--- src/sv/lhc_pkg.sv ---
// Package for the location history compactor: character codes, sizes and shared types.
package lhc_pkg;

   localparam logic [7:0] CH_BANG  = 8'h21;
   localparam logic [7:0] CH_SEMI  = 8'h3B;
   localparam logic [7:0] CH_SPACE = 8'h20;
   localparam logic [7:0] CH_PLUS  = 8'h2B;
   localparam logic [7:0] CH_MINUS = 8'h2D;
   localparam logic [7:0] CH_ONE   = 8'h31;

   localparam logic [2:0] LOCATION_LAST = 3'd5;
   localparam logic [1:0] CODE_MINUS    = 2'd0;
   localparam logic [1:0] CODE_ZERO     = 2'd1;
   localparam logic [1:0] CODE_PLUS     = 2'd2;

   localparam int QUEUE_DEPTH = 4;

   // results of one character: count 0..2 and the characters in order
   typedef struct packed {
      logic [1:0] cnt;
      logic [7:0] ch0;
      logic [7:0] ch1;
   } lhc_res_type;

   typedef struct packed {
      logic       last;
      logic [7:0] ch;
   } lhc_entry_type;

   // token as diff+1
   function automatic logic [1:0] token_code(input logic [7:0] first, input logic [7:0] second);
      logic [1:0] code;
      code = CODE_ZERO;
      if (second == CH_ONE && first == CH_PLUS) begin
         code = CODE_PLUS;
      end else if (second == CH_ONE && first == CH_MINUS) begin
         code = CODE_MINUS;
      end
      return code;
   endfunction

   // pair character: '!' + 9*first record weight + second record weight
   function automatic logic [7:0] pair_char(input logic [3:0] w_first, input logic [3:0] w_second);
      logic [7:0] nine_w;
      nine_w = {w_first, 3'b000} + {4'b0000, w_first};
      return CH_BANG + nine_w + {4'b0000, w_second};
   endfunction

endpackage

--- src/sv/lhc_step.sv ---
// Per-character parse state and result generation for the compactor.
module lhc_step (
   input  logic                clock,
   input  logic                reset,
   input  logic                stage_valid,
   input  logic                stage_advance,
   input  logic [7:0]          stage_char,
   input  logic                stage_end,
   output lhc_pkg::lhc_res_type res
);

   logic       in_location_ff, in_location_in;
   logic [2:0] char_position_ff, char_position_in;
   logic [7:0] token_first_ff, token_first_in;
   logic [1:0] lat_code_ff, lat_code_in;
   logic       pending_valid_ff, pending_valid_in;
   logic [3:0] pending_weight_ff, pending_weight_in;

   always_comb begin
      logic [1:0] lon_code;
      logic [3:0] rec;
      lhc_pkg::lhc_res_type r;

      in_location_in    = in_location_ff;
      char_position_in  = char_position_ff;
      token_first_in    = token_first_ff;
      lat_code_in       = lat_code_ff;
      pending_valid_in  = pending_valid_ff;
      pending_weight_in = pending_weight_ff;
      r                 = '0;
      lon_code          = lhc_pkg::token_code(token_first_ff, stage_char);
      rec               = {lat_code_ff, 2'b00} - {2'b00, lat_code_ff} + {2'b00, lon_code};

      if (stage_char == lhc_pkg::CH_SEMI) begin
         if (pending_valid_ff) begin
            r.ch0 = lhc_pkg::pair_char(pending_weight_ff, 4'd4);
            r.ch1 = lhc_pkg::CH_SPACE;
            r.cnt = 2'd2;
         end else begin
            r.ch0 = lhc_pkg::CH_SPACE;
            r.cnt = 2'd1;
         end
         pending_valid_in  = 1'b0;
         pending_weight_in = '0;
         in_location_in    = 1'b1;
         char_position_in  = '0;
         lat_code_in       = lhc_pkg::CODE_ZERO;
      end else if (in_location_ff) begin
         r.ch0 = stage_char;
         r.cnt = 2'd1;
         if (char_position_ff >= lhc_pkg::LOCATION_LAST) begin
            in_location_in   = 1'b0;
            char_position_in = '0;
         end else begin
            char_position_in = char_position_ff + 3'd1;
         end
      end else begin
         unique case (char_position_ff[1:0])
            2'd0, 2'd2: token_first_in = stage_char;
            2'd1:       lat_code_in = lon_code;
            2'd3: begin
               if (pending_valid_ff) begin
                  r.ch0             = lhc_pkg::pair_char(pending_weight_ff, rec);
                  r.cnt             = 2'd1;
                  pending_valid_in  = 1'b0;
                  pending_weight_in = '0;
               end else begin
                  pending_valid_in  = 1'b1;
                  pending_weight_in = rec;
               end
            end
            default: token_first_in = token_first_ff;
         endcase
         char_position_in = {1'b0, char_position_ff[1:0] + 2'd1};
      end

      if (stage_end) begin
         if (pending_valid_in) begin
            if (r.cnt == 2'd0) begin
               r.ch0 = lhc_pkg::pair_char(pending_weight_in, 4'd4);
            end else begin
               r.ch1 = lhc_pkg::pair_char(pending_weight_in, 4'd4);
            end
            r.cnt = r.cnt + 2'd1;
         end
         in_location_in    = 1'b1;
         char_position_in  = '0;
         token_first_in    = '0;
         lat_code_in       = lhc_pkg::CODE_ZERO;
         pending_valid_in  = 1'b0;
         pending_weight_in = '0;
      end

      res = r;
      if (!stage_valid) begin
         res.cnt = 2'd0;
      end
   end

   always_ff @(posedge clock) begin
      if (reset) begin
         in_location_ff    <= 1'b1;
         char_position_ff  <= '0;
         token_first_ff    <= '0;
         lat_code_ff       <= lhc_pkg::CODE_ZERO;
         pending_valid_ff  <= 1'b0;
         pending_weight_ff <= '0;
      end else if (stage_valid && stage_advance) begin
         in_location_ff    <= in_location_in;
         char_position_ff  <= char_position_in;
         token_first_ff    <= token_first_in;
         lat_code_ff       <= lat_code_in;
         pending_valid_ff  <= pending_valid_in;
         pending_weight_ff <= pending_weight_in;
      end
   end

endmodule

--- src/sv/lhc_out_queue.sv ---
// Result queue: takes up to two characters a cycle, delivers one beat a cycle while rsp_stall is low.
module lhc_out_queue #(
   parameter int DEPTH = lhc_pkg::QUEUE_DEPTH
) (
   input  logic                clock,
   input  logic                reset,
   input  lhc_pkg::lhc_res_type push,
   input  logic                push_en,
   output logic                room,
   output logic                rsp_valid,
   input  logic                rsp_stall,
   output logic [7:0]          rsp_message_char,
   output logic                rsp_run_last
);

   localparam int AW = $clog2(DEPTH);
   localparam int CW = $clog2(DEPTH + 1);

   lhc_pkg::lhc_entry_type mem_ff [DEPTH];
   logic [AW-1:0] wr_ff, wr_in, rd_ff, rd_in;
   logic [CW-1:0] count_ff, count_in;
   logic          pop;
   logic [1:0]    n_push;
   logic [AW-1:0] wr_next;

   assign n_push  = push_en ? push.cnt : 2'd0;
   assign pop     = rsp_valid && !rsp_stall;
   assign room    = (CW'(DEPTH) - count_ff) >= CW'(2);
   assign wr_next = wr_ff + AW'(1);

   assign rsp_valid        = count_ff != '0;
   assign rsp_message_char = mem_ff[rd_ff].ch;
   assign rsp_run_last     = mem_ff[rd_ff].last;

   always_comb begin
      wr_in    = wr_ff + AW'(n_push);
      rd_in    = pop ? rd_ff + AW'(1) : rd_ff;
      count_in = count_ff + CW'(n_push) - CW'(pop);
   end

   always_ff @(posedge clock) begin
      if (n_push != 2'd0) begin
         mem_ff[wr_ff] <= '{last: (n_push == 2'd1), ch: push.ch0};
      end
      if (n_push == 2'd2) begin
         mem_ff[wr_next] <= '{last: 1'b1, ch: push.ch1};
      end
   end

   always_ff @(posedge clock) begin
      if (reset) begin
         wr_ff    <= '0;
         rd_ff    <= '0;
         count_ff <= '0;
      end else begin
         wr_ff    <= wr_in;
         rd_ff    <= rd_in;
         count_ff <= count_in;
      end
   end

endmodule

--- src/sv/location_history_compactor.sv ---
// Top level of the location history compactor.
// A character's first result passes through the input stage register and the result queue to rsp_valid.
// Throughput: one character per cycle while the queue has room; a character with two
// results gives two beats on the result side, and the 4-entry result queue absorbs that.
// The input stage waits whenever the queue has fewer than two free entries.
// Synchronous reset empties the queue and returns the parser to the start of a text.
module location_history_compactor #(
   parameter int QUEUE_DEPTH = lhc_pkg::QUEUE_DEPTH
) (
   input  logic       clock,
   input  logic       reset,
   input  logic       req_valid,
   output logic       req_stall,
   input  logic [7:0] req_text_char,
   input  logic       req_end_of_text,
   output logic       rsp_valid,
   input  logic       rsp_stall,
   output logic [7:0] rsp_message_char,
   output logic       rsp_run_last
);

   logic       stage_valid_ff, stage_valid_in;
   logic [7:0] stage_char_ff;
   logic       stage_end_ff;
   logic       stage_advance;
   logic       room;
   lhc_pkg::lhc_res_type res;

   assign stage_advance  = room;
   assign req_stall      = stage_valid_ff && !stage_advance;
   assign stage_valid_in = req_stall ? stage_valid_ff : req_valid;

   always_ff @(posedge clock) begin
      if (reset) begin
         stage_valid_ff <= 1'b0;
      end else begin
         stage_valid_ff <= stage_valid_in;
      end
   end

   always_ff @(posedge clock) begin
      if (req_valid && !req_stall) begin
         stage_char_ff <= req_text_char;
         stage_end_ff  <= req_end_of_text;
      end
   end

   lhc_step u_step (
      .clock         (clock),
      .reset         (reset),
      .stage_valid   (stage_valid_ff),
      .stage_advance (stage_advance),
      .stage_char    (stage_char_ff),
      .stage_end     (stage_end_ff),
      .res           (res)
   );

   lhc_out_queue #(
      .DEPTH (QUEUE_DEPTH)
   ) u_queue (
      .clock            (clock),
      .reset            (reset),
      .push             (res),
      .push_en          (stage_advance),
      .room             (room),
      .rsp_valid        (rsp_valid),
      .rsp_stall        (rsp_stall),
      .rsp_message_char (rsp_message_char),
      .rsp_run_last     (rsp_run_last)
   );

endmodule

--- config.mk ---
export PLATFORM = sky130hd
export DESIGN_NAME = location_history_compactor
export DESIGN_NICKNAME = d
export VERILOG_FILES = /design/src/sv/lhc_pkg.sv /design/src/sv/lhc_step.sv /design/src/sv/lhc_out_queue.sv /design/src/sv/location_history_compactor.sv
export SDC_FILE = /design/constraint.sdc
export NUM_CORES = 1
export LEC_CHECK = 0
export BUFFER_PORTS_ARGS = -buffer_cell sky130_fd_sc_hd__clkbuf_2
export CAP_MARGIN = 25
export CORE_MARGIN = 2
export CORE_UTILIZATION = 55
export CTS_CLUSTER_SIZE = 24
export DETAILED_ROUTE_END_ITERATION = 7
export GPL_TIMING_DRIVEN = 0
export PLACE_DENSITY_LB_ADDON = 0.3
export SETUP_SLACK_MARGIN = 0.02
export SYNTH_ARGS = -nofsm -noshare
export SYNTH_HDL_FRONTEND = slang
export SYNTH_HIERARCHICAL = 1
export SYNTH_SLANG_ARGS = --single-unit
--- constraint.sdc ---
create_clock -name clock -period 3.64 [get_ports clock]
set_clock_uncertainty 0.2 [all_clocks]
set_input_delay 0.728 -clock clock [delete_from_list [all_inputs] [get_ports clock]]
set_output_delay 0.728 -clock clock [all_outputs]
set_load 0.01 [all_outputs]
# Word level (Yosys, flattened, before mapping)
# Memory sizes are Yosys's and may differ from the RTL's. A register that Yosys moved wholly into a read port is not among the register bits.
# Cells that the tools add are included.
[word_totals] regBits=36 mem_bits_rw=36 in_bits=13 output_inout_bits=11 elab_cells=110 mem_count=1
[mem_list] name="u_queue.mem_ff" words=4 width=9 rd=1 rd_clocked_by_memory_dff=1 wr=2 line_no="lhc_out_queue.sv:19" rtl="lhc_pkg::lhc_entry_type mem_ff [DEPTH];"
[classes] addsub=18 magnitude_cmp=2 eq_ne=12 muxes=47 reduce_logical=18
[op_table] cell="$mux W8" count=6
[op_table] cell="$mux W10" count=4
[op_table] cell="$mux W18" count=2
[op_table] cell="$eq A8 B6 Y1 const B" count=4
[op_table] cell="$mux W4" count=5
[op_table] cell="$mux W2" count=9
[op_table] cell="$add A6 B8 Y8 const A" count=2
[op_table] cell="$add A7 B4 Y8" count=2
[op_table] cell="$add A8 B3 Y8 const B" count=2
[op_table] cell="$mux W1" count=14
[op_table] cell="$mux W3" count=4
[op_table] cell="$mux W6" count=2
[op_table] cell="$mux W9" count=1
[op_table] cell="$add A2 B1 Y2 const B" count=4
[op_table] cell="$add A8 B4 Y8" count=1
[op_table] cell="$eq A2 B2 Y1 const B" count=3
[op_table] cell="$logic_and A1 B1 Y1" count=6
[op_table] cell="$reduce_bool A3 Y1" count=2
[op_table] cell="$add A4 B2 Y4" count=1
[op_table] cell="$eq A2 B1 Y1 const B" count=2
[op_table] cell="$logic_not A2 Y1" count=2
[op_table] cell="$ne A2 B2 Y1 const B" count=2
[op_table] cell="$reduce_and A4 Y1" count=1
[op_table] cell="$reduce_bool A2 Y1" count=2
[op_table] cell="other kinds (12)" count=14

# Depth between registers and ports, before layout
# Gate-level depths: netlist of the first run.
[logic_depth] ltp_word=20 mapped_depth=17 depth_no_buf=16

# Cells and area by module
# The synthesis of the first run kept the hierarchy.
[by_module_without_submodules] mod="lhc_out_queue" n_inst=1 cells_each=162 area_per_inst_um2=2268.4 seq_area_each_um2=1221.2
[by_module_without_submodules] mod="lhc_step" n_inst=1 cells_each=267 area_per_inst_um2=2059.5 seq_area_each_um2=380.4
[by_module_without_submodules] mod="location_history_compactor" n_inst=1 cells_each=13 area_per_inst_um2=320.3 seq_area_each_um2=290.3

# Worst setup path before layout of the first run
# No wires, ideal clock.
[synth_timing] path_kind="register -> register" startpoint="reg stage_char_ff[2]" endpoint="mem u_queue/mem_ff[0][6] in the netlist's numbering, data pin" setup_time_ps=256 t_arrival_ps=3520 required_time_ps=3184 path_slack_ps=-336 path_stages_with_launch=17 n_path_buf=0 period_less_slack_ps=3976 cell_sequence="edfxtp_1 > nand4b_1 > nor3_1 > nand3_1 > nor2_1 > ha_1 > inv_1 > fa_1 > inv_1 > fa_1 > nand2b_1 > a21oi_1 > a211oi_1 > o311a_1 > o31ai_1 > o21ai_0 > a22o_1"
[synth_rtl] element="start: declaration" line_no="location_history_compactor.sv:23" rtl="logic [7:0] stage_char_ff;"
[synth_rtl] element="start signal: assignment" line_no="location_history_compactor.sv:43" rtl="stage_char_ff <= req_text_char;"
[synth_rtl] element="end: declaration" line_no="lhc_out_queue.sv:19"

==> results of run 1 <==
-- what timing repair did --
item	CTS	global route
gates resized for setup	31	48
pin swaps	42	22
buffers inserted	12	16
hold buffers	0	0
endpoints found under the setup margin	62	61
-- state kept, by name, indices dropped and copies added (netlist names), named ones only --
register and cells:
u_queue/mem_ff 36, u_step/pending_valid_ff 1, u_queue/count_ff 3, u_step/lat_code_ff 2, u_queue/wr_ff 2, u_step/char_position_ff 3, u_step/in_location_ff 1, stage_char_ff 8
u_step/token_first_ff 8, stage_end_ff 1, u_step/pending_weight_ff 4, stage_valid_ff 1, u_queue/rd_ff 2
-- cells in the final DEF, fill, tap and decap left out, drive strengths merged, types with 5 or more instances in the layout --
cell / instances
nor2: 55
buf: 44
edfxtp: 41
clkbuf: 39
dfxtp: 33
a22o: 32
nand2: 24
ha: 24
o21ai: 22
inv: 20
a22oi: 16
a21oi: 16
xnor2: 15
mux4: 9
nor2b: 8
nor3: 8
xor2: 8
o22ai: 8
a21o: 6
nand3: 6
a31oi: 5
nand2b: 5
-- power by group through the flow --
stage               combinational (mW)  clock (mW)  sequential, mW
floorplan                        0.532           0            1.04
global placement                 0.676           0            1.05
detailed placement               0.696           0            1.06
CTS                              0.712       0.711            1.04
global route                     0.886       0.748            1.05
finish                           0.796       0.696            1.04
-- how the worst max path moves through the flow --
stage | startpoint | to | cells after the start
floorplan | stage_char_ff[2] | u_queue/mem_ff[0][6] | 16
global placement | stage_char_ff[2] | u_queue/mem_ff[0][6] | 16
detailed placement | stage_char_ff[2] | u_queue/mem_ff[1][6] | 16
CTS | stage_char_ff[2] | u_queue/mem_ff[1][6] | 16
global route | stage_char_ff[2] | u_queue/mem_ff[1][7] | 15
finish | stage_char_ff[2] | u_queue/mem_ff[1][7] | 15
-- metrics by stage --
stage / hold slack [ns] / instance area, µm² / cells / total power, mW
floorplan: 0.238 / 4680 / 442 / 1.57
global placement: 0.257 / 4930 / 570 / 1.73
detailed placement: 0.267 / 4930 / 570 / 1.75
CTS: 0.277 / 5360 / 598 / 2.46
global route: 0.287 / 5720 / 614 / 2.68
finish: 0.282 / 5720 / 614 / 2.53
-- layout make-up --
class | count | area (µm²)
multi-input combinational | 327 | 2910
fill | 564 | 2490
sequential | 74 | 1890
timing repair buffer | 51 | 337
buffer | 22 | 161
clock buffer | 11 | 141
tap | 105 | 131
clock inverter | 5 | 77.6
inverter | 19 | 71.3
-- per-layer routing --
layer	wire (µm)	global-route usage
met5	0	0
met4	286	0.0952
met3	727	0.0407
met2	5820	0.427
met1	4290	0.302
-- kinds of logic (layout without fill, tap and decap cells) --
| group | count (synthesis) | in the layout |
|---|---|---|
| compound gates | 128 | 128 |
| xor+xnor | 23 | 23 |
| fa+ha+maj | 28 | 28 |
| buf+inv | 41 | 108 |
| flops | 74 | 74 |
| mux | 14 | 14 |
| simple gates | 134 | 134 |
-- worst min-delay path, delay by kind of cell, from the launching register on --
kind,cells,cell delay [ns]
AO/OA/AOI/OAI,2,0.13
flip-flops,1,0.32
==> results.yml, run 1 <==
critical_path:
  cp_data_arrival_time_ns: 4.03
  critPathMaxFanout: 4
  crit_path_end_kind: "flip-flop"
  r2r_end: "u_queue/mem_ff[1][7]"
  worst_path_max_delay_cell: "edfxtp_1"
  cpPeakStageDelay_ns: 0.39
  reg2reg_from: "stage_char_ff[2]"
  crit_top_cell: "ha_1"
  critical_path_buf_inv_count: 0
  crit_family: "simple AND/OR/NAND/NOR gates"
  cp-start-kind: "flip-flop"
  cp.required_ns: 3.55
  path_cells: "nand4b_1, nor3_2, nand3_2, nor3b_4, ha_1, nor3_1, xnor2_1, ha_1, o21ai_1, nor2_1, or2_2, a222oi_1, o32a_1, mux2i_2, a22o_1"
  critPathKind: "flip-flop to flip-flop"
  reg2reg_slack_ns: -0.48
  worst-r2r-cell-count: 15
yosys:
  synthCells: 442
  syn_avg_cell_area_um2: 10.5
  muxShareOfSynthArea: 0.0552
  ys_seq_area_frac: 0.407
  synth_ff_type: "edfxtp_1"
  synth_area_leaders: "edfxtp_1 (26%), dfxtp_1 (14%), ha_1 (6.5%), a22o_1 (6.0%), mux4_2 (4.4%)"
  synth-simple-area-share: 0.167
  synthTopCellsByCount: "nor2_1 (49), edfxtp_1 (41), dfxtp_1 (33)"
  ys_types: 77
  synth_edf_count: 41
  synth_top_family_by_area: "compound AO/OA/AOI/OAI gates"
  synth_warnings: 6
  synth_nets: 482
  synth_xor_xnor_area_share: 0.0433
  yosysTopAreaCell: "edfxtp_1"
  synth_fa_ha_area_frac: 0.0797
  yosysMostFrequentCell: "nor2_1"
  synth-compound-area-share: 0.200
  synth_top_area_frac: 0.265
  synth-seq-cells: 74
  async_flop_share: 0
  syn-cell-area_um2: 4650
route:
  post_drt_wl_per_cell_um: 18.1
  routed_via_density: 6.26
  vias: 3842
  drc: 0
  routed_wl_um: 11100
  drtIter0Drc: 255
  first_pass_iters: 5
  drtAntennaViolNets: 0
timing:
  setup_tns_ns: -7.69
  period_needed_ns: 4.12
  rsz0062_at_grt: "true"
  relSlewSlack: 0.447
  final_hold_viol_count: 0
  final.period_utilization: 1.13
  worst_slew_pin_slew_ns: 0.828
  finalMaxSlewViolations: 0
  max_freq_mhz: 243
  setup_viol: 25
  setup_ws_ns: -0.483
floorplanning:
  dieArea_um2: 9200
  io_pins: 24
  rows: 33
  dieHeight_um: 95.9
  die_w_um: 95.9
  start_util: 0.566
  core-area_um2: 8220
layout:
  n_antenna_cell: 0
  utilization: 0.697
  drive_gt1_frac: 0.346
  finalNetCount: 544
  area.growth.synth_to_final_pct: 23.1
pwr:
  swShare: 0.309
  p_int_mw: 1.75
  p_leak_nw: 2.13
  switching_power_mw: 0.782
  max-vdd-ir-drop_v: 0.000337
  p_comb_frac: 0.314
  seqPwrFrac: 0.411
  clkPwrFrac: 0.275
  power.density_nw_per_um2: 442
clock_network:
  cts_tree: "done"
  cts.path.max_buffers: 2
  clkTransAtPathRegs_ns: 0.07
  clk_latency_ns: 0.35
  cts_made_buffers: 9
  cts_sinks: 74
  htreeDepth: 3
  cts_root_buf: "clkbuf_8"
job:
  maxCapViolCount: 0
outcome:
  outcome: "finished with violations"
  violations: "setup timing"
global_route:
  grt_max_degree: 14
  grt_pass1_vias: 3508
  grt_usage: 0.245
  grt_pass1_wl_um: 17200
  grt-ovfl-total: 0
  antenna_found_initial: 0
place:
  gp_congestion: 0.930
  io_buffers: 23
  place_ws_ns: -0.588
  dp_hpwl_um: 7340
worst_hold_path:
  min_from: "u_queue/mem_ff[1][8]"
  hold_path.class: "flip-flop to flip-flop"
  holdPathEnd: "u_queue/mem_ff[1][8]"
  holdPathStages: 2
No activity file was read; power rests on OpenSTA's default activity.
==> inputs of run 2 (changes only) <==
--- a/config.mk
+++ b/config.mk
@@ -13,7 +13,6 @@
 export DETAILED_ROUTE_END_ITERATION = 7
 export GPL_TIMING_DRIVEN = 0
 export PLACE_DENSITY_LB_ADDON = 0.3
-export SETUP_SLACK_MARGIN = 0.02
 export SYNTH_ARGS = -nofsm -noshare
 export SYNTH_HDL_FRONTEND = slang
 export SYNTH_HIERARCHICAL = 1
==> results.yml, run 2 (synthesis results as in run 1) <==
job:
  maxCapViolCount: 0
timing:
  setup_viol: 24
  rsz0062_at_grt: "true"
  worst_slew_pin_slew_ns: 0.828
  final.period_utilization: 1.15
  finalMaxSlewViolations: 0
  setup_ws_ns: -0.537
  final_hold_viol_count: 0
  max_freq_mhz: 239
  relSlewSlack: 0.447
  period_needed_ns: 4.18
layout:
  mostFrequentLayoutCells: "edfxtp_1 (41), nor2_1 (40), dfxtp_1 (33), buf_4 (33), a22o_1 (32)"
  largest_reg_flops: 36
  n_antenna_cell: 0
  top_regs: "u_queue/mem_ff x36, stage_char_ff x8, u_step/token_first_ff x8"
  fillers: 581
  drive_gt1_frac: 0.346
  finalNetCount: 546
  finish.instance_area_um2: 5720
  top_register: "u_queue/mem_ff"
  area.growth.synth_to_final_pct: 23.1
  layout_commonest_cell: "edfxtp_1"
place:
  place_area_um2: 4930
  place_ws_ns: -0.605
  io_buffers: 23
  gp_congestion: 0.944
  dp_hpwl_um: 7290
worst_hold_path:
  holdPathEnd: "u_queue/mem_ff[3][8]"
  min_from: "u_queue/mem_ff[3][8]"
  hold_path.class: "flip-flop to flip-flop"
  holdPathStages: 2
global_route:
  antenna_found_initial: 0
  grt-ovfl-total: 0
  grt_pass1_wl_um: 17200
  grt_max_degree: 14
  grt_usage: 0.243
  grt_pass1_vias: 3561
floorplanning:
  core-area_um2: 8220
  io_pins: 24
  die_w_um: 95.9
  dieArea_um2: 9200
  start_util: 0.566
  rows: 33
  dieHeight_um: 95.9
critical_path:
  reg2reg_slack_ns: -0.54
  cp_data_arrival_time_ns: 4.09
  crit_path_end_kind: "flip-flop"
  critPathKind: "flip-flop to flip-flop"
  critPathMaxFanout: 4
  cp-start-kind: "flip-flop"
  cp.required_ns: 3.55
  r2r_end: "u_queue/mem_ff[1][5]"
  worst-r2r-cell-count: 16
  reg2reg_from: "stage_char_ff[2]"
clock_network:
  clkTransAtPathRegs_ns: 0.08
  clk_latency_ns: 0.35
  htreeDepth: 3
  cts_root_buf: "clkbuf_8"
  cts_tree: "done"
  cts_made_buffers: 9
  cts.path.max_buffers: 2
  cts_sinks: 74
pwr:
  seqPwrFrac: 0.410
  clkPwrFrac: 0.294
  p_comb_frac: 0.295
  max-vdd-ir-drop_v: 0.000302
  p_leak_nw: 2.11
  swShare: 0.300
  switching_power_mw: 0.759
  power.density_nw_per_um2: 442
  p_int_mw: 1.77
route:
  vias: 3791
  drtAntennaViolNets: 0
  route.top_layer_used: "met4"
  post_drt_wl_per_cell_um: 18.0
  dr_wl_met2_um: 5570
  wl_met1_um: 4570
  first_pass_iters: 5
  route.met3.wl_um: 571
  routed_via_density: 6.15
  routed_wl_um: 11100
  drc: 0
  drtIter0Drc: 249
outcome:
  violations: "setup timing"
  outcome: "finished with violations"
[run 2: cell types whose count changed in the layout (fill, tap and decap cells not counted), moves of 2 or more]
cell	delta
o21ai_2	+3
o21ai_0	-2
inv_1	+2
nor2b_1	-2
nand2_1	+2
nand2_4	-3
inv_2	-2
buf_4	+4
[run 2: power groups by stage]
stage	logic (mW)	clock network, mW	registers, mW
global route	0.831	0.787	1.05
global placement	0.678	0	1.05
detailed placement	0.691	0	1.06
finish	0.747	0.745	1.04
CTS	0.714	0.756	1.04
floorplan	0.532	0	1.04
[run 2: layout make-up]
type	instances	area [µm²]	share of cell area
Multi-Input combinational cell	327	2890	0.504
Tap cell	105	131	0.0230
Sequential cell	74	1890	0.331
Clock inverter	6	106	0.0186
Timing Repair Buffer	54	355	0.0621
Inverter	19	71.3	0.0125
Buffer	21	154	0.0269
Clock buffer	10	128	0.0223
[run 2: critical path: stages, from the launching register on]
cell      delay (ns)
edfxtp_1        0.40
nand4b_1        0.25
nor3_2          0.16
nand3_2         0.16
nor3b_4         0.25
ha_1            0.28
nor3_1          0.26
xnor2_1         0.17
ha_1            0.38
o21ai_1         0.13
nor2_2          0.20
buf_4           0.14
o21ai_2         0.05
xnor2_1         0.18
a221oi_2        0.35
o22ai_2         0.17
a22o_1          0.21
[run 2: repair_timing]
item	CTS	global route
hold buffers	0	0
setup buffers	20	12
setup endpoints to repair	62	61
pin swaps	52	31
resized for setup	43	32
endpoints found under the hold margin	0	0
[run 2: per-layer routing]
layer,GRT usage,up-vias
li1,-,1783
met1,0.301,1825
met2,0.411,137
met3,0.0478,46
met4,0.106,0
met5,0,-
[run 2: through the flow]
stage          instances  total power, mW  TNS [ns]  utilization  hold slack (ns)
5_1_grt              616             2.67    -13.17        0.697            0.314
3_5_place_dp         570             1.75    -20.71        0.600            0.275
6_report             616             2.53     -8.42        0.697            0.286
4_1_cts              605             2.51     -5.79        0.668            0.287
2_1_floorplan        442             1.57     -1.60            -            0.238
3_3_place_gp         570             1.73    -18.80        0.600            0.257
[run 2: worst max-delay path by stage]
stage | start | endpoint | slack (ns) | depth (start not counted)
4_1_cts | stage_char_ff[2] | u_queue/mem_ff[0][6] | -0.39 | 16
3_5_place_dp | stage_char_ff[2] | u_queue/mem_ff[0][6] | -0.60 | 16
5_1_grt | stage_char_ff[2] | u_queue/mem_ff[0][6] | -0.70 | 15
6_report | stage_char_ff[2] | u_queue/mem_ff[1][5] | -0.54 | 16
3_3_place_gp | stage_char_ff[2] | u_queue/mem_ff[0][6] | -0.54 | 17
2_1_floorplan | stage_char_ff[2] | u_queue/mem_ff[0][6] | -0.21 | 16
